### src/design/pps_pkg.sv
// Shared constants, control word types and microcode table of the program schedule generator.
`timescale 1ns / 1ps

package pps_pkg;

  // Default configuration
  localparam int NUM_REGS_DEF  = 32;
  localparam int NUM_LANES_DEF = 16;
  localparam int MATH_OPS_DEF  = 18;
  localparam int CACHE_OPS_DEF = 11;

  // Field widths
  localparam int SEED_W      = 64;
  localparam int WORD_W      = 32;
  localparam int KIND_W      = 2;
  localparam int IDX_W       = 5;
  localparam int REG_FIELD_W = 5;
  localparam int LANE_FIELD_W = 4;
  localparam int OUT_FIELDS_W = IDX_W + 2 * REG_FIELD_W + 2 * WORD_W + LANE_FIELD_W;
  localparam int OUT_DATA_W  = ((OUT_FIELDS_W + 7) / 8) * 8;
  localparam int OUT_PAD_W   = OUT_DATA_W - OUT_FIELDS_W;

  // Remainder unit digit size
  localparam int CHUNK_W    = 8;
  localparam int NUM_CHUNKS = WORD_W / CHUNK_W;
  localparam int CHUNK_CNT_W = $clog2(NUM_CHUNKS);

  // FNV-1a and KISS99 constants
  localparam logic [WORD_W-1:0] FNV_BASIS  = 32'h811c_9dc5;
  localparam logic [WORD_W-1:0] FNV_PRIME  = 32'h0100_0193;
  localparam logic [WORD_W-1:0] KISS_Z_MUL = 32'd36969;
  localparam logic [WORD_W-1:0] KISS_W_MUL = 32'd18000;
  localparam logic [WORD_W-1:0] KISS_C_MUL = 32'd69069;
  localparam logic [WORD_W-1:0] KISS_C_ADD = 32'd1234567;

  // Entry kinds
  localparam logic [KIND_W-1:0] KIND_MATH  = 2'd0;
  localparam logic [KIND_W-1:0] KIND_CACHE = 2'd1;
  localparam logic [KIND_W-1:0] KIND_LANE  = 2'd2;

  // Sequencer branch conditions
  localparam int COND_W = 3;
  localparam logic [COND_W-1:0] COND_NEXT     = 3'd0;
  localparam logic [COND_W-1:0] COND_JUMP     = 3'd1;
  localparam logic [COND_W-1:0] COND_HOLD_IN  = 3'd2;
  localparam logic [COND_W-1:0] COND_HOLD_MOD = 3'd3;
  localparam logic [COND_W-1:0] COND_SEARCH   = 3'd4;
  localparam logic [COND_W-1:0] COND_PICK     = 3'd5;
  localparam logic [COND_W-1:0] COND_EMIT     = 3'd6;
  localparam logic [COND_W-1:0] COND_EMIT_END = 3'd7;

  // Program addresses
  localparam int STEP_W = 5;
  localparam logic [STEP_W-1:0] ST_IDLE      = 5'd0;
  localparam logic [STEP_W-1:0] ST_HASH0     = 5'd1;
  localparam logic [STEP_W-1:0] ST_HASH1     = 5'd2;
  localparam logic [STEP_W-1:0] ST_HASH2     = 5'd3;
  localparam logic [STEP_W-1:0] ST_HASH3     = 5'd4;
  localparam logic [STEP_W-1:0] ST_MATH      = 5'd5;
  localparam logic [STEP_W-1:0] ST_M_MOD     = 5'd6;
  localparam logic [STEP_W-1:0] ST_M_WAIT    = 5'd7;
  localparam logic [STEP_W-1:0] ST_M_SEARCH  = 5'd8;
  localparam logic [STEP_W-1:0] ST_M_FRESH   = 5'd9;
  localparam logic [STEP_W-1:0] ST_M_FMOD    = 5'd10;
  localparam logic [STEP_W-1:0] ST_M_FWAIT   = 5'd11;
  localparam logic [STEP_W-1:0] ST_PICK_DONE = 5'd12;
  localparam logic [STEP_W-1:0] ST_M_DRAW_A  = 5'd13;
  localparam logic [STEP_W-1:0] ST_M_LAT_A   = 5'd14;
  localparam logic [STEP_W-1:0] ST_M_LAT_B   = 5'd15;
  localparam logic [STEP_W-1:0] ST_M_EMIT    = 5'd16;
  localparam logic [STEP_W-1:0] ST_CACHE     = 5'd17;
  localparam logic [STEP_W-1:0] ST_C_MOD     = 5'd18;
  localparam logic [STEP_W-1:0] ST_C_WAIT    = 5'd19;
  localparam logic [STEP_W-1:0] ST_C_DRAW_A  = 5'd20;
  localparam logic [STEP_W-1:0] ST_C_LAT_A   = 5'd21;
  localparam logic [STEP_W-1:0] ST_C_EMIT    = 5'd22;
  localparam logic [STEP_W-1:0] ST_LANE      = 5'd23;
  localparam logic [STEP_W-1:0] ST_L_MOD     = 5'd24;
  localparam logic [STEP_W-1:0] ST_L_WAIT    = 5'd25;
  localparam logic [STEP_W-1:0] ST_L_EMIT    = 5'd26;

  // One control word per program step
  typedef struct packed {
    logic              hash;
    logic [1:0]        hash_idx;
    logic              draw;
    logic              mod_start;
    logic              mod_lane;
    logic              cand_load;
    logic              search;
    logic              mark_fresh;
    logic              pick_toggle;
    logic              lat_a;
    logic              lat_b;
    logic              lat_src;
    logic              lat_lane;
    logic              emit;
    logic [KIND_W-1:0] kind;
    logic              sched_clr;
    logic [COND_W-1:0] cond;
    logic [STEP_W-1:0] target;
  } ctrl_t;

  // Datapath flags seen by the sequencer
  typedef struct packed {
    logic in_fire;
    logic mod_done;
    logic hit;
    logic exhausted;
    logic pick_sel;
    logic more;
    logic out_free;
  } status_t;

  function automatic ctrl_t ucode(input logic [STEP_W-1:0] step);
    ctrl_t c;
    c = '0;
    case (step)
      ST_IDLE: begin
        c.cond = COND_HOLD_IN;
      end
      ST_HASH0: begin
        c.hash     = 1'b1;
        c.hash_idx = 2'd0;
      end
      ST_HASH1: begin
        c.hash     = 1'b1;
        c.hash_idx = 2'd1;
      end
      ST_HASH2: begin
        c.hash     = 1'b1;
        c.hash_idx = 2'd2;
      end
      ST_HASH3: begin
        c.hash      = 1'b1;
        c.hash_idx  = 2'd3;
        c.sched_clr = 1'b1;
      end
      ST_MATH: begin
        c.draw = 1'b1;
      end
      ST_M_MOD: begin
        c.mod_start = 1'b1;
      end
      ST_M_WAIT: begin
        c.cand_load = 1'b1;
        c.cond      = COND_HOLD_MOD;
      end
      ST_M_SEARCH: begin
        c.search = 1'b1;
        c.cond   = COND_SEARCH;
        c.target = ST_PICK_DONE;
      end
      ST_M_FRESH: begin
        c.draw = 1'b1;
      end
      ST_M_FMOD: begin
        c.mod_start = 1'b1;
      end
      ST_M_FWAIT: begin
        c.mark_fresh = 1'b1;
        c.cond       = COND_HOLD_MOD;
      end
      ST_PICK_DONE: begin
        c.pick_toggle = 1'b1;
        c.cond        = COND_PICK;
        c.target      = ST_MATH;
      end
      ST_M_DRAW_A: begin
        c.draw = 1'b1;
      end
      ST_M_LAT_A: begin
        c.lat_a = 1'b1;
        c.draw  = 1'b1;
      end
      ST_M_LAT_B: begin
        c.lat_b = 1'b1;
      end
      ST_M_EMIT: begin
        c.emit   = 1'b1;
        c.kind   = KIND_MATH;
        c.cond   = COND_EMIT;
        c.target = ST_MATH;
      end
      ST_CACHE: begin
        c.draw = 1'b1;
      end
      ST_C_MOD: begin
        c.mod_start = 1'b1;
      end
      ST_C_WAIT: begin
        c.lat_src = 1'b1;
        c.cond    = COND_HOLD_MOD;
      end
      ST_C_DRAW_A: begin
        c.draw = 1'b1;
      end
      ST_C_LAT_A: begin
        c.lat_a = 1'b1;
      end
      ST_C_EMIT: begin
        c.emit   = 1'b1;
        c.kind   = KIND_CACHE;
        c.cond   = COND_EMIT;
        c.target = ST_CACHE;
      end
      ST_LANE: begin
        c.draw = 1'b1;
      end
      ST_L_MOD: begin
        c.mod_start = 1'b1;
        c.mod_lane  = 1'b1;
      end
      ST_L_WAIT: begin
        c.lat_lane = 1'b1;
        c.cond     = COND_HOLD_MOD;
      end
      ST_L_EMIT: begin
        c.emit   = 1'b1;
        c.kind   = KIND_LANE;
        c.cond   = COND_EMIT_END;
        c.target = ST_IDLE;
      end
      default: begin
        c.cond   = COND_JUMP;
        c.target = ST_IDLE;
      end
    endcase
    return c;
  endfunction

endpackage

### src/design/progpow_program_schedule_gen_core.sv
// Top level: seeds a KISS99 generator per program seed and streams the program schedule.
// The per-seed time grows with each extra used-mask probe and each mask refill, and with each
// remainder when NUM_REGS or NUM_LANES is no power of two; the microcode steps, the mask
// probe loop and the byte-serial remainder unit set it.
// One seed at a time; the next seed is taken while the last entry waits in the output register.
// Reset is asynchronous, active low: generator words, mask, counters and sequencer clear.
`timescale 1ns / 1ps

module progpow_program_schedule_gen_core import pps_pkg::*; #(
  parameter int NUM_REGS  = NUM_REGS_DEF,
  parameter int NUM_LANES = NUM_LANES_DEF,
  parameter int MATH_OPS  = MATH_OPS_DEF,
  parameter int CACHE_OPS = CACHE_OPS_DEF
) (
  input  logic                  clk_i,
  input  logic                  rst_ni,
  input  logic                  s_axis_tvalid,
  output logic                  s_axis_tready,
  input  logic [SEED_W-1:0]     s_axis_tdata,   // [63:0] program_seed
  output logic                  m_axis_tvalid,
  input  logic                  m_axis_tready,
  // [4:0] entry_index, [9:5] dest_register, [14:10] source_register,
  // [46:15] selector_a, [78:47] selector_b, [82:79] source_lane, [87:83] zero
  output logic [OUT_DATA_W-1:0] m_axis_tdata,
  output logic [KIND_W-1:0]     m_axis_tuser,   // [1:0] entry_kind
  output logic                  m_axis_tlast    // last_entry
);

  localparam int MAX_MOD = (NUM_REGS > NUM_LANES) ? NUM_REGS : NUM_LANES;
  localparam int MOD_W   = $clog2(MAX_MOD);
  localparam int RW      = $clog2(NUM_REGS);
  localparam int LW      = $clog2(NUM_LANES);

  ctrl_t   ctrl;
  status_t stat;

  logic              in_fire;
  logic              out_free;
  logic              emit_fire;
  logic [WORD_W-1:0] rnd;
  logic              mod_done;
  logic [MOD_W-1:0]  mod_rem;
  logic              hit;
  logic              exhausted;
  logic              more;

  logic [SEED_W-1:0]   seed_q;
  logic [NUM_REGS-1:0] mask_q, mask_d;
  logic [RW-1:0]       cand_q, cand_d;
  logic [RW-1:0]       probe_q, probe_d;
  logic                pick_sel_q, pick_sel_d;
  logic [IDX_W-1:0]    cnt_q, cnt_d;
  logic [RW-1:0]       dest_q, dest_d;
  logic [RW-1:0]       src_q, src_d;
  logic [WORD_W-1:0]   sela_q, sela_d;
  logic [WORD_W-1:0]   selb_q, selb_d;
  logic [LW-1:0]       lane_q, lane_d;
  logic [RW-1:0]       pick_val;
  logic [NUM_REGS-1:0] cand_bit;
  logic [NUM_REGS-1:0] fresh_bit;

  logic                  m_valid_q, m_valid_d;
  logic [OUT_DATA_W-1:0] m_data_q;
  logic [KIND_W-1:0]     m_user_q;
  logic                  m_last_q;
  logic [IDX_W-1:0]        o_idx;
  logic [REG_FIELD_W-1:0]  o_dst, o_src;
  logic [WORD_W-1:0]       o_sela, o_selb;
  logic [LANE_FIELD_W-1:0] o_lane;

  pps_seq u_seq (
    .clk_i  (clk_i),
    .rst_ni (rst_ni),
    .stat_i (stat),
    .ctrl_o (ctrl)
  );

  pps_rng u_rng (
    .clk_i      (clk_i),
    .rst_ni     (rst_ni),
    .hash_i     (ctrl.hash),
    .hash_idx_i (ctrl.hash_idx),
    .draw_i     (ctrl.draw),
    .seed_i     (seed_q),
    .rnd_o      (rnd)
  );

  pps_mod #(
    .NUM_REGS  (NUM_REGS),
    .NUM_LANES (NUM_LANES),
    .MOD_W     (MOD_W)
  ) u_mod (
    .clk_i   (clk_i),
    .rst_ni  (rst_ni),
    .start_i (ctrl.mod_start),
    .lane_i  (ctrl.mod_lane),
    .value_i (rnd),
    .done_o  (mod_done),
    .rem_o   (mod_rem)
  );

  assign s_axis_tready = (ctrl.cond == COND_HOLD_IN);
  assign in_fire       = s_axis_tvalid & s_axis_tready;
  assign out_free      = ~m_valid_q | m_axis_tready;
  assign emit_fire     = ctrl.emit & out_free;

  // Circular probe of the used mask, one candidate per cycle
  assign cand_bit  = {{(NUM_REGS - 1){1'b0}}, 1'b1} << cand_q;
  assign fresh_bit = {{(NUM_REGS - 1){1'b0}}, 1'b1} << mod_rem[RW-1:0];
  assign hit       = ~mask_q[cand_q];
  assign exhausted = ~hit & (probe_q == RW'(NUM_REGS - 1));

  always_comb begin
    case (ctrl.kind)
      KIND_MATH:  more = (cnt_q != IDX_W'(MATH_OPS - 1));
      KIND_CACHE: more = (cnt_q != IDX_W'(CACHE_OPS - 1));
      default:    more = 1'b0;
    endcase
  end

  assign stat.in_fire   = in_fire;
  assign stat.mod_done  = mod_done;
  assign stat.hit       = hit;
  assign stat.exhausted = exhausted;
  assign stat.pick_sel  = pick_sel_q;
  assign stat.more      = more;
  assign stat.out_free  = out_free;

  always_comb begin
    mask_d     = mask_q;
    cand_d     = cand_q;
    probe_d    = probe_q;
    pick_sel_d = pick_sel_q;
    cnt_d      = cnt_q;
    dest_d     = dest_q;
    src_d      = src_q;
    sela_d     = sela_q;
    selb_d     = selb_q;
    lane_d     = lane_q;
    pick_val   = cand_q;

    if (ctrl.sched_clr) begin
      mask_d     = '0;
      cnt_d      = '0;
      pick_sel_d = 1'b0;
    end

    if (ctrl.cand_load) begin
      cand_d  = mod_rem[RW-1:0];
      probe_d = '0;
    end

    if (ctrl.search) begin
      if (hit) begin
        mask_d   = mask_q | cand_bit;
        pick_val = cand_q;
        if (pick_sel_q) begin
          src_d = pick_val;
        end else begin
          dest_d = pick_val;
        end
      end else if (exhausted) begin
        // every register taken: start over with a fresh draw
        mask_d = '0;
      end else begin
        cand_d  = (cand_q == RW'(NUM_REGS - 1)) ? '0 : cand_q + RW'(1);
        probe_d = probe_q + RW'(1);
      end
    end

    if (ctrl.mark_fresh && mod_done) begin
      mask_d   = fresh_bit;
      pick_val = mod_rem[RW-1:0];
      if (pick_sel_q) begin
        src_d = pick_val;
      end else begin
        dest_d = pick_val;
      end
    end

    if (ctrl.pick_toggle) begin
      pick_sel_d = ~pick_sel_q;
    end

    if (ctrl.lat_a) begin
      sela_d = rnd;
    end
    if (ctrl.lat_b) begin
      selb_d = rnd;
    end
    if (ctrl.lat_src) begin
      src_d = mod_rem[RW-1:0];
    end
    if (ctrl.lat_lane) begin
      lane_d = mod_rem[LW-1:0];
    end

    if (emit_fire) begin
      cnt_d = more ? cnt_q + IDX_W'(1) : '0;
    end
  end

  always_ff @(posedge clk_i or negedge rst_ni) begin
    if (!rst_ni) begin
      mask_q     <= '0;
      cand_q     <= '0;
      probe_q    <= '0;
      pick_sel_q <= 1'b0;
      cnt_q      <= '0;
    end else begin
      mask_q     <= mask_d;
      cand_q     <= cand_d;
      probe_q    <= probe_d;
      pick_sel_q <= pick_sel_d;
      cnt_q      <= cnt_d;
    end
  end

  always_ff @(posedge clk_i) begin
    if (in_fire) begin
      seed_q <= s_axis_tdata;
    end
    dest_q <= dest_d;
    src_q  <= src_d;
    sela_q <= sela_d;
    selb_q <= selb_d;
    lane_q <= lane_d;
  end

  // Zero the fields that do not belong to the entry kind
  always_comb begin
    o_idx  = cnt_q;
    o_dst  = REG_FIELD_W'(dest_q);
    o_src  = REG_FIELD_W'(src_q);
    o_sela = sela_q;
    o_selb = selb_q;
    o_lane = '0;
    case (ctrl.kind)
      KIND_MATH: begin
      end
      KIND_CACHE: begin
        o_dst  = '0;
        o_selb = '0;
      end
      default: begin
        o_idx  = '0;
        o_dst  = '0;
        o_src  = '0;
        o_sela = '0;
        o_selb = '0;
        o_lane = LANE_FIELD_W'(lane_q);
      end
    endcase
  end

  always_comb begin
    if (emit_fire) begin
      m_valid_d = 1'b1;
    end else if (m_axis_tready) begin
      m_valid_d = 1'b0;
    end else begin
      m_valid_d = m_valid_q;
    end
  end

  always_ff @(posedge clk_i or negedge rst_ni) begin
    if (!rst_ni) begin
      m_valid_q <= 1'b0;
    end else begin
      m_valid_q <= m_valid_d;
    end
  end

  always_ff @(posedge clk_i) begin
    if (emit_fire) begin
      m_data_q <= {{OUT_PAD_W{1'b0}}, o_lane, o_selb, o_sela, o_src, o_dst, o_idx};
      m_user_q <= ctrl.kind;
      m_last_q <= (ctrl.kind == KIND_LANE);
    end
  end

  assign m_axis_tvalid = m_valid_q;
  assign m_axis_tdata  = m_data_q;
  assign m_axis_tuser  = m_user_q;
  assign m_axis_tlast  = m_last_q;

endmodule

### src/design/pps_rng.sv
// KISS99 generator with chained FNV-1a seeding.
`timescale 1ns / 1ps

module pps_rng import pps_pkg::*; (
  input  logic              clk_i,
  input  logic              rst_ni,
  input  logic              hash_i,
  input  logic [1:0]        hash_idx_i,
  input  logic              draw_i,
  input  logic [SEED_W-1:0] seed_i,
  output logic [WORD_W-1:0] rnd_o
);

  logic [WORD_W-1:0] h_q, h_d;
  logic [WORD_W-1:0] z_q, z_d;
  logic [WORD_W-1:0] w_q, w_d;
  logic [WORD_W-1:0] s_q, s_d;
  logic [WORD_W-1:0] c_q, c_d;

  logic [WORD_W-1:0] h_in, h_data, h_new;
  logic [WORD_W-1:0] z_step, w_step, c_step;
  logic [WORD_W-1:0] s1, s2, s3;

  // Chain starts from the offset basis; odd steps absorb the high word
  assign h_in   = (hash_idx_i == 2'd0) ? FNV_BASIS : h_q;
  assign h_data = hash_idx_i[0] ? seed_i[SEED_W-1:WORD_W] : seed_i[WORD_W-1:0];
  assign h_new  = (h_in ^ h_data) * FNV_PRIME;

  assign z_step = KISS_Z_MUL * {16'd0, z_q[15:0]} + {16'd0, z_q[31:16]};
  assign w_step = KISS_W_MUL * {16'd0, w_q[15:0]} + {16'd0, w_q[31:16]};
  assign c_step = KISS_C_MUL * c_q + KISS_C_ADD;
  assign s1     = s_q ^ (s_q << 17);
  assign s2     = s1 ^ (s1 >> 13);
  assign s3     = s2 ^ (s2 << 5);

  always_comb begin
    h_d = h_q;
    z_d = z_q;
    w_d = w_q;
    s_d = s_q;
    c_d = c_q;
    if (hash_i) begin
      h_d = h_new;
      case (hash_idx_i)
        2'd0:    z_d = h_new;
        2'd1:    w_d = h_new;
        2'd2:    s_d = h_new;
        default: c_d = h_new;
      endcase
    end else if (draw_i) begin
      z_d = z_step;
      w_d = w_step;
      s_d = s3;
      c_d = c_step;
    end
  end

  always_ff @(posedge clk_i or negedge rst_ni) begin
    if (!rst_ni) begin
      h_q <= '0;
      z_q <= '0;
      w_q <= '0;
      s_q <= '0;
      c_q <= '0;
    end else begin
      h_q <= h_d;
      z_q <= z_d;
      w_q <= w_d;
      s_q <= s_d;
      c_q <= c_d;
    end
  end

  // Output of the most recent draw, taken from the advanced state
  assign rnd_o = ((({z_q[15:0], 16'd0}) + w_q) ^ c_q) + s_q;

endmodule

### src/design/pps_mod.sv
// Remainder unit: draw mod reg/lane count, one byte per cycle; 2^n is masked.
`timescale 1ns / 1ps

module pps_mod import pps_pkg::*; #(
  parameter int NUM_REGS  = NUM_REGS_DEF,
  parameter int NUM_LANES = NUM_LANES_DEF,
  parameter int MOD_W     = 5
) (
  input  logic              clk_i,
  input  logic              rst_ni,
  input  logic              start_i,
  input  logic              lane_i,
  input  logic [WORD_W-1:0] value_i,
  output logic              done_o,
  output logic [MOD_W-1:0]  rem_o
);

  localparam logic [MOD_W:0]   REGS_N     = (MOD_W + 1)'(NUM_REGS);
  localparam logic [MOD_W:0]   LANES_N    = (MOD_W + 1)'(NUM_LANES);
  localparam logic [MOD_W-1:0] REGS_MASK  = MOD_W'(NUM_REGS - 1);
  localparam logic [MOD_W-1:0] LANES_MASK = MOD_W'(NUM_LANES - 1);
  localparam bit REGS_POW2  = (NUM_REGS & (NUM_REGS - 1)) == 0;
  localparam bit LANES_POW2 = (NUM_LANES & (NUM_LANES - 1)) == 0;

  logic                   busy_q, busy_d;
  logic                   done_q, done_d;
  logic                   sel_q, sel_d;
  logic [CHUNK_CNT_W-1:0] cnt_q, cnt_d;
  logic [WORD_W-1:0]      val_q, val_d;
  logic [MOD_W-1:0]       rem_q, rem_d;
  logic [MOD_W-1:0]       rem_step;
  logic [MOD_W:0]         modulus;
  logic                   start_pow2;

  assign modulus    = sel_q ? LANES_N : REGS_N;
  assign start_pow2 = lane_i ? LANES_POW2 : REGS_POW2;

  // Fold one byte of the value into the remainder, MSB first
  always_comb begin
    logic [MOD_W:0]   t;
    logic [MOD_W-1:0] r;
    r = rem_q;
    for (int k = 0; k < CHUNK_W; k++) begin
      t = {r, val_q[WORD_W-1-k]};
      if (t >= modulus) begin
        t = t - modulus;
      end
      r = t[MOD_W-1:0];
    end
    rem_step = r;
  end

  always_comb begin
    busy_d = busy_q;
    done_d = 1'b0;
    sel_d  = sel_q;
    cnt_d  = cnt_q;
    val_d  = val_q;
    rem_d  = rem_q;
    if (start_i) begin
      sel_d = lane_i;
      if (start_pow2) begin
        rem_d  = value_i[MOD_W-1:0] & (lane_i ? LANES_MASK : REGS_MASK);
        done_d = 1'b1;
      end else begin
        busy_d = 1'b1;
        cnt_d  = '0;
        val_d  = value_i;
        rem_d  = '0;
      end
    end else if (busy_q) begin
      rem_d = rem_step;
      val_d = {val_q[WORD_W-CHUNK_W-1:0], {CHUNK_W{1'b0}}};
      cnt_d = cnt_q + CHUNK_CNT_W'(1);
      if (cnt_q == CHUNK_CNT_W'(NUM_CHUNKS - 1)) begin
        busy_d = 1'b0;
        done_d = 1'b1;
      end
    end
  end

  always_ff @(posedge clk_i or negedge rst_ni) begin
    if (!rst_ni) begin
      busy_q <= 1'b0;
      done_q <= 1'b0;
      sel_q  <= 1'b0;
      cnt_q  <= '0;
    end else begin
      busy_q <= busy_d;
      done_q <= done_d;
      sel_q  <= sel_d;
      cnt_q  <= cnt_d;
    end
  end

  always_ff @(posedge clk_i) begin
    val_q <= val_d;
    rem_q <= rem_d;
  end

  assign done_o = done_q;
  assign rem_o  = rem_q;

endmodule

### src/design/pps_seq.sv
// Microcode sequencer: step counter, control store and branch logic.
`timescale 1ns / 1ps

module pps_seq import pps_pkg::*; (
  input  logic    clk_i,
  input  logic    rst_ni,
  input  status_t stat_i,
  output ctrl_t   ctrl_o
);

  logic [STEP_W-1:0] step_q, step_d;
  logic [STEP_W-1:0] step_inc;
  ctrl_t             ctrl;

  assign ctrl     = ucode(step_q);
  assign step_inc = step_q + STEP_W'(1);

  always_comb begin
    case (ctrl.cond)
      COND_NEXT:     step_d = step_inc;
      COND_JUMP:     step_d = ctrl.target;
      COND_HOLD_IN:  step_d = stat_i.in_fire ? step_inc : step_q;
      COND_HOLD_MOD: step_d = stat_i.mod_done ? step_inc : step_q;
      COND_SEARCH: begin
        if (stat_i.hit) begin
          step_d = ctrl.target;
        end else if (stat_i.exhausted) begin
          step_d = step_inc;
        end else begin
          step_d = step_q;
        end
      end
      COND_PICK:     step_d = stat_i.pick_sel ? step_inc : ctrl.target;
      COND_EMIT: begin
        if (!stat_i.out_free) begin
          step_d = step_q;
        end else if (stat_i.more) begin
          step_d = ctrl.target;
        end else begin
          step_d = step_inc;
        end
      end
      COND_EMIT_END: step_d = stat_i.out_free ? ctrl.target : step_q;
      default:       step_d = ST_IDLE;
    endcase
  end

  always_ff @(posedge clk_i or negedge rst_ni) begin
    if (!rst_ni) begin
      step_q <= ST_IDLE;
    end else begin
      step_q <= step_d;
    end
  end

  assign ctrl_o = ctrl;

endmodule
### config.mk
export PLATFORM = sky130hd
export DESIGN_NAME = progpow_program_schedule_gen_core
export DESIGN_NICKNAME = d
export VERILOG_FILES = /design/src/design/pps_pkg.sv /design/src/design/progpow_program_schedule_gen_core.sv /design/src/design/pps_rng.sv /design/src/design/pps_mod.sv /design/src/design/pps_seq.sv
export SDC_FILE = /design/constraint.sdc
export NUM_CORES = 2
export LEC_CHECK = 0
export CAP_MARGIN = 20
export CORE_ASPECT_RATIO = 0.8
export CORE_MARGIN = 2
export CORE_UTILIZATION = 45
export CTS_CLUSTER_DIAMETER = 80
export CTS_CLUSTER_SIZE = 30
export DETAILED_ROUTE_END_ITERATION = 8
export DONT_BUFFER_PORTS = 1
export SETUP_SLACK_MARGIN = 0.5
export SLEW_MARGIN = 30
export SYNTH_ARGS = -nofsm -noshare
export SYNTH_HDL_FRONTEND = slang
export SYNTH_SLANG_ARGS = --single-unit
### constraint.sdc
create_clock -name clk_i -period 20.9 [get_ports clk_i]
set_input_delay 4.18 -clock clk_i [delete_from_list [all_inputs] [get_ports clk_i]]
set_output_delay 4.18 -clock clk_i [all_outputs]
set_load 0.01 [all_outputs]
==> Word level (Yosys, flattened, before mapping) <==
Index checks and enable logic that the tools add are counted.
{ "word_totals": {"reg_bits": 452, "latchBits": 0, "ramBits": 0, "mem_bits_ro": 0, "inputBits": 68, "output_inout_bits": 93, "elab_cells": 242, "memories": 0} }
{ "classes": {"add_sub_neg": 18, "n_mul": 4, "div": 0, "magnitude_cmp": 9, "eq_ne": 51, "shifts": 2, "n_mux": 91, "bitwise": 14, "n_reduce_logical": 25} }
{ "ops": {"columns": ["cell", "count"], "rows": [
  ["$mux W32", 19],
  ["$mux W5", 42],
  ["$xor A32 B32 Y32", 4],
  ["$eq A5 B5 Y1 const B", 13],
  ["$add A32 B32 Y32", 2],
  ["$shl A1 B5 Y32 const A", 2],
  ["$ge A6 B6 Y1", 8],
  ["$eq A5 B4 Y1 const B", 8],
  ["$pmux W5 S8", 1],
  ["$sub A5 B5 Y5", 8],
  ["$add A31 B16 Y32", 1],
  ["$add A32 B16 Y32", 1],
  ["$add A32 B21 Y32 const B", 1],
  ["$mul A16 B16 Y32 const A", 1],
  ["$mul A17 B32 Y32 const A", 1],
  ["$mul A32 B25 Y32 const B", 1],
  ["$or A32 B32 Y32", 1],
  ["$xor A32 B19 Y32", 1],
  ["$mul A11 B16 Y27 const A", 1],
  ["$mux W1", 22],
  ["$pmux W3 S7", 1],
  ["$add A5 B1 Y5 const B", 4],
  ["$eq A5 B3 Y1 const B", 4],
  ["$reduce_or A17 Y1", 1],
  ["35 further kinds", 66]
]} }

==> Depth between registers and ports, before layout <==
{ "logic_depth": {"depth_word": 19, "ltp_mapped": 31, "ltp_nobuf": 29} }

==> Modules after synthesis <==
Synthesis repeated with hierarchy kept, for this count alone.
{ "hier_totals": {"hier_cells": 4361, "area_unflattened_um2": 43678.1} }
{ "modules_own_cells": {"columns": ["module", "n_inst", "cells_each", "area_per_inst_um2", "seq_area_each_um2"], "rows": [
  ["pps_rng", 1, 3468, 31426.4, 4003.8],
  ["progpow_program_schedule_gen_core", 1, 699, 10570.1, 7972.6],
  ["pps_seq", 1, 138, 1054.8, 125.1],
  ["pps_mod", 1, 56, 626.9, 275.3]
]} }

==> Least setup slack after synthesis <==
Ideal clock, no wire load.
{ "synth_timing": {"kind": "input port to flip-flop", "from": "input m_axis_tready", "to": "register cnt_q[0]", "setup_time_ns": 0.128, "arrival_ns": 9.168, "setup_slack_ns": 11.604, "stages": 4, "path_buffers": 0, "cell_sequence": "nand2b_1 nor2b_1 nor2_1 mux2_2"} }
{ "synth_via": {"elab_chain_cells": 3} }
{ "synth_rtl": {"columns": ["element", "line_no", "source"], "rows": [
  ["from (decl)", "progpow_program_schedule_gen_core.sv:21", "input logic m_axis_tready,"],
  ["$or A1 B1 Y1 (*)", "progpow_program_schedule_gen_core.sv:104", "assign out_free = ~m_valid_q | m_axis_tready;"],
  ["$and A1 B1 Y1 (*)", "progpow_program_schedule_gen_core.sv:105", "assign emit_fire = ctrl.emit & out_free;"],
  ["named net emit_fire", "progpow_program_schedule_gen_core.sv:39", "logic emit_fire;"],
  ["$mux W5 or $reduce_bool A2 Y1 (tied branches)", null, null],
  ["to (signal assigned)", "progpow_program_schedule_gen_core.sv:215", "cnt_q <= cnt_d;"],
  ["to (decl)", "progpow_program_schedule_gen_core.sv:52", "logic [IDX_W-1:0] cnt_q, cnt_d;"]
]} }
The timed path passes the listed nets; every way through them passes the cells marked *.
A chain may end at the register's enable or synchronous reset.

==> Worst setup path after layout <==
{ "layout_timing": {"from": "register u_seq.step_q[0]", "to": "register u_rng.c_q[31]"} }
{ "layout_via": {"elab_chain_cells": 8} }
{ "layout_rtl": {"columns": ["element", "line_no", "source"], "rows": [
  ["from (decl)", "pps_seq.sv:11", "logic [STEP_W-1:0] step_q, step_d;"],
  ["from (signal assigned)", "pps_seq.sv:52", "step_q <= step_d;"],
  ["$eq A5 B3 Y1, or another cell as far along", "pps_pkg.sv:118", "case (step)"],
  ["$pmux W3 S4", "pps_pkg.sv:118", null],
  ["$logic_not A2 Y1", "pps_rng.sv:25, pps_rng.sv:44", null],
  ["$mux W32", "pps_rng.sv:25", "assign h_in = (hash_idx_i == 2'd0) ? FNV_BASIS : h_q;"],
  ["$xor A32 B32 Y32", "pps_rng.sv:27", "assign h_new = (h_in ^ h_data) * FNV_PRIME;"],
  ["$mul A32 B25 Y32", "pps_rng.sv:27", null],
  ["$mux W32", "pps_rng.sv:44", "case (hash_idx_i)"],
  ["$mux W32", "pps_rng.sv:42", "if (hash_i) begin"],
  ["to (signal assigned)", "pps_rng.sv:64", "c_q <= '0;"],
  ["to (signal assigned)", "pps_rng.sv:70", "c_q <= c_d;"],
  ["to (decl)", "pps_rng.sv:18", "logic [WORD_W-1:0] c_q, c_d;"]
]} }
Several ways; a longest one is shown, not always the timed one. The select of a mux whose other input is x is not followed.

==> impl_table.tex <==
\begin{tabular}{lr}
\hline
Metric & Value \\
\hline
\multicolumn{2}{l}{\textbf{Final layout}} \\
\quad Area growth from synthesis to layout & 6.09\% \\
\quad Post-layout net count & 5302 \\
\quad Layout cells sized above 1 & 0.0345 \\
\quad Number of fill cells & 8884 \\
\quad Area of all placed cells without fillers & 45600 µm² \\
\quad Area of combinational cells with multiple inputs & 27600 µm² \\
\quad Register area & 12400 µm² \\
\multicolumn{2}{l}{\textbf{Clocking}} \\
\quad Post-cts resize count & 0 \\
\quad Clock sinks & 452 \\
\quad Insertion delay of the later-clocked pin in the worst-skew pair & between 600 and 700 ps \\
\quad TritonCTS Buffers & 30 \\
\quad Post-CTS Hold Buffers & 0 \\
\quad H-tree levels & 1 \\
\quad Clock Tree Root & clkbuf\_16 \\
\quad Post-CTS setup-driven buffer insertion count & 0 \\
\quad Clock-pin slew reported for the worst setup and hold paths after clock tree synthesis & 110 ps \\
\quad Number of buffers between clock root and the deepest sink & 3 \\
\quad TritonCTS clock tree & built \\
\multicolumn{2}{l}{\textbf{Logic synthesis}} \\
\quad Per-instance average area after synthesis & 9.98 µm² \\
\quad Dominant combinational cell family by area after synthesis & adder cells \\
\quad Number of flops mapped to enable cells by yosys & 223 \\
\quad Number of synthesis warnings & 0 \\
\quad Xor/xnor cell area share of the yosys netlist & 0.0665 \\
\quad Unique masters post-synth & 91 \\
\quad Compound-gate portion of the synthesized area & 0.124 \\
\quad Cell area after technology mapping & 43000 µm² \\
\quad Register area share after synthesis & 0.288 \\
\quad Portion of netlist area occupied by mux cells & 0.0166 \\
\quad Fraction of registers with async set or reset after synthesis & 0.485 \\
\quad Gate Count Post-Synth & 4305 \\
\quad Primary flip-flop cell chosen by synthesis mapping & edfxtp\_1 \\
\quad Area fraction in and, or, nand and nor cells after synthesis & 0.0953 \\
\quad Synth Area in Adders & 0.338 \\
\quad Synth Register Bits & 452 \\
\multicolumn{2}{l}{\textbf{Timing}} \\
\quad Final clock period utilization by the worst path & 0.412 \\
\quad Clock Skews & 49.4 ps \\
\quad Number of pins exceeding their max-slew limit in the final report & 0 \\
\quad Rel. slew slack & 0.296 \\
\quad Final critical delay including setup and external delays & 8610 ps \\
\quad Setup TNS after final layout & 0 ps \\
\quad Final worst setup slack & 12290 ps \\
\quad Max Freq & 116 MHz \\
\quad Final-report hold violation count & 0 \\
\quad Worst Tran Pin Value & 1050 ps \\
\quad Finish-stage setup viols & 0 \\
\quad Unrepaired setup endpoints after global routing & no \\
\multicolumn{2}{l}{\textbf{Global routing}} \\
\quad Vias in the first global route & slightly above 30k \\
\quad Met2 Track Usage GR & 0.364 \\
\quad GR Util All Layers & 0.247 \\
\quad Remaining global-route overflow & 0 \\
\quad Number of antenna violations at the first check in global routing & 2 \\
\quad Global-route met1 utilization & 0.371 \\
\quad Pin count of the biggest net entering global routing & 220 \\
\quad Global-route track usage on met3 & 0.0471 \\
\quad GRT Max-Usage Layer & met1 \\
\quad Global-route wire length before repair & 184000 µm \\
\multicolumn{2}{l}{\textbf{Routing}} \\
\quad Via Count & 30.6k \\
\quad Final routed wire length divided by cell count & 21.6 µm \\
\quad Pre-antenna DRT Iters & 6 \\
\quad Residual DRC count & 0 \\
\quad Initial DRC Count & 2449 \\
\quad Routed WL & 119000 µm \\
\quad Count of antenna-violating nets left after detailed routing & 0 \\
\quad Detailed-route vias per instance & 5.54 \\
\multicolumn{2}{l}{\textbf{Floorplanning}} \\
\quad Height of the chip & 280 µm \\
\quad Number of rows in the core area & just over 100 \\
\quad Number of top-level pins & 161 \\
\quad Core area & 94800 µm² \\
\quad Total die area & a little under 100000 µm² \\
\quad Die outline width & approximately 350 µm \\
\quad Initial Util & 0.453 \\
\multicolumn{2}{l}{\textbf{Setup path}} \\
\quad Startpoint kind of the worst setup timing path & flop \\
\quad Data arrival at the endpoint of the critical path & 9150 ps \\
\quad Endpoint type of the worst setup path & flop \\
\quad Required time at the worst-slack endpoint & 21440 ps \\
\quad Worst Setup Path Type & flop to flop \\
\quad Worst-path fanout max & 33 \\
\quad Beginning of the critical path & u\_seq.step\_q[0]\$\_DFFE\_PN0P\_ \\
\quad Worst reg2reg startpoint & u\_seq.step\_q[0]\$\_DFFE\_PN0P\_ \\
\multicolumn{2}{l}{\textbf{Place}} \\
\quad Number of port buffers & 0 \\
\quad Placer congestion estimate & 0.946 \\
\quad Area of placed instances & 44400 µm² \\
\quad Detailed placer's ending HPWL & 93700 µm \\
\quad Placement Setup Slack & 12410 ps \\
\multicolumn{2}{l}{\textbf{Min path}} \\
\quad Class of the tightest hold or removal check & flop to flop \\
\quad Hold Crit Start & dest\_q[2]\$\_DFF\_P\_ \\
\multicolumn{2}{l}{\textbf{Run status}} \\
\quad Status & finished, final reports clean \\
\multicolumn{2}{l}{\textbf{Flow run}} \\
\quad MaxCap Viol Count & 0 \\
\hline
\end{tabular}
==> cell usage after synthesis (13+ instances only) <==
library cell / number / area (µm²)
dfrtp_1: 219 / 5480
nor2b_1: 36 / 225
a211oi_1: 29 / 218
fa_1: 317 / 6350
a21oi_1: 243 / 1220
and2_1: 102 / 638
o21a_1: 27 / 203
o21ai_0: 174 / 871
nor3_1: 57 / 285
o22ai_1: 31 / 194
inv_1: 704 / 2640
a21o_1: 86 / 646
nand2_1: 247 / 927
xor2_1: 113 / 990
xnor2_1: 208 / 1820
a211o_1: 13 / 114
nand2b_1: 36 / 225
edfxtp_1: 223 / 6700
ha_1: 653 / 8170
nor2_1: 229 / 860
a31oi_1: 60 / 375
nand4_1: 16 / 100
o211ai_1: 17 / 128
and3_1: 14 / 87.6
nand3_1: 55 / 275
mux2i_1: 41 / 410
clkbuf_1: 86 / 323
or3_1: 13 / 81.3
==> flip-flops by register name, summed over array words and instances (netlist names), 32 cells and up <==
| register | flops |
|---|---|
| u_rng.s_q | 32 |
| u_rng.w_q | 32 |
| u_rng.c_q | 32 |
| u_rng.h_q | 32 |
| u_rng.z_q | 32 |
| seed_q | 64 |
| selb_q | 32 |
| m_axis_tdata | 83 |
| sela_q | 32 |
| mask_q | 32 |
==> metrics by stage <==
step	instances	hold WS (ps)	utilization
global route	5524	493	0.481
finish	5525	462	0.481
floorplan	4309	417	-
global placement	5468	437	0.469
detailed placement	5468	440	0.469
CTS	5524	467	0.481
==> critical path, stage by stage (launching register included) <==
cell and delay, ps:
dfrtp_1 440, inv_1 100, ha_1 510, nand2b_1 180, a21boi_4 180, buf_4 510, mux2i_1 400, xor2_1 740
ha_1 380, ha_1 300, fa_1 440, ha_1 220, fa_1 440, ha_1 290, inv_1 50, fa_1 480
inv_1 50, ha_1 350, a21o_1 220, a21o_1 180, a32o_1 280, a2111oi_0 670, o41ai_1 210, xnor2_1 170
nand2_1 230, nor2_1 70, a221o_1 270
==> path summary, 6_finish.rpt <==
path / endpoint / slack [ps] / depth (start not counted)
max: u_rng.c_q[31]$_DFFE_PN0P_ / 12290 / 26
min: dest_q[2]$_DFF_P_ / 460 / 2
max reg2reg: u_rng.c_q[31]$_DFFE_PN0P_ / 12290 / 26
min reg2reg: dest_q[2]$_DFF_P_ / 460 / 2
max in group asynchronous: u_rng.h_q[21]$_DFFE_PN0N_ / 17110 / 0
min in group asynchronous: mask_q[30]$_DFF_PN0_ / 3180 / 0
==> layer usage <==
metal  vias to the layer above  share of wire
li1                      14500              -
met1                     14900           0.48
met2                      1015           0.42
met3                       132          0.080
met4                         2          0.025
met5                         -        0.00011
==> logic make-up (layout without fill, tap and decap cells) <==
group / count (synthesis) / count (layout)
other cells: 1 / 6
compound gates: 836 / 836
flops: 452 / 452
xor+xnor: 323 / 323
buf+inv: 813 / 792
fa+ha+maj: 970 / 970
mux: 57 / 57
simple gates: 853 / 853
==> cell type report <==
class / count / area share
clock buffer: 34 / 0.0168
inverter: 704 / 0.0580
sequential: 452 / 0.271
multi-input combinational: 3044 / 0.605
clock inverter: 22 / 0.00903
antenna: 1 / 0.0000549
tap: 1236 / 0.0339
timing repair buffer: 32 / 0.00535
==> cells in the final DEF (no fill, tap or decap), types with 35 or more instances in the layout <==
| cell type | count |
|---|---|
| ha_1 | 653 |
| nor3_1 | 57 |
| a21oi_1 | 241 |
| fa_1 | 317 |
| and2_1 | 101 |
| edfxtp_1 | 223 |
| nand2_1 | 247 |
| nor2_1 | 223 |
| xnor2_1 | 208 |
| nand3_1 | 55 |
| xor2_1 | 113 |
| mux2i_1 | 41 |
| nor2b_1 | 35 |
| o21ai_0 | 173 |
| a21o_1 | 86 |
| nand2b_1 | 36 |
| inv_1 | 704 |
| a31oi_1 | 60 |
| dfrtp_1 | 219 |
Power is not shown: default switching activity piles up to over one toggle a cycle in this logic, so the estimate is an artifact.
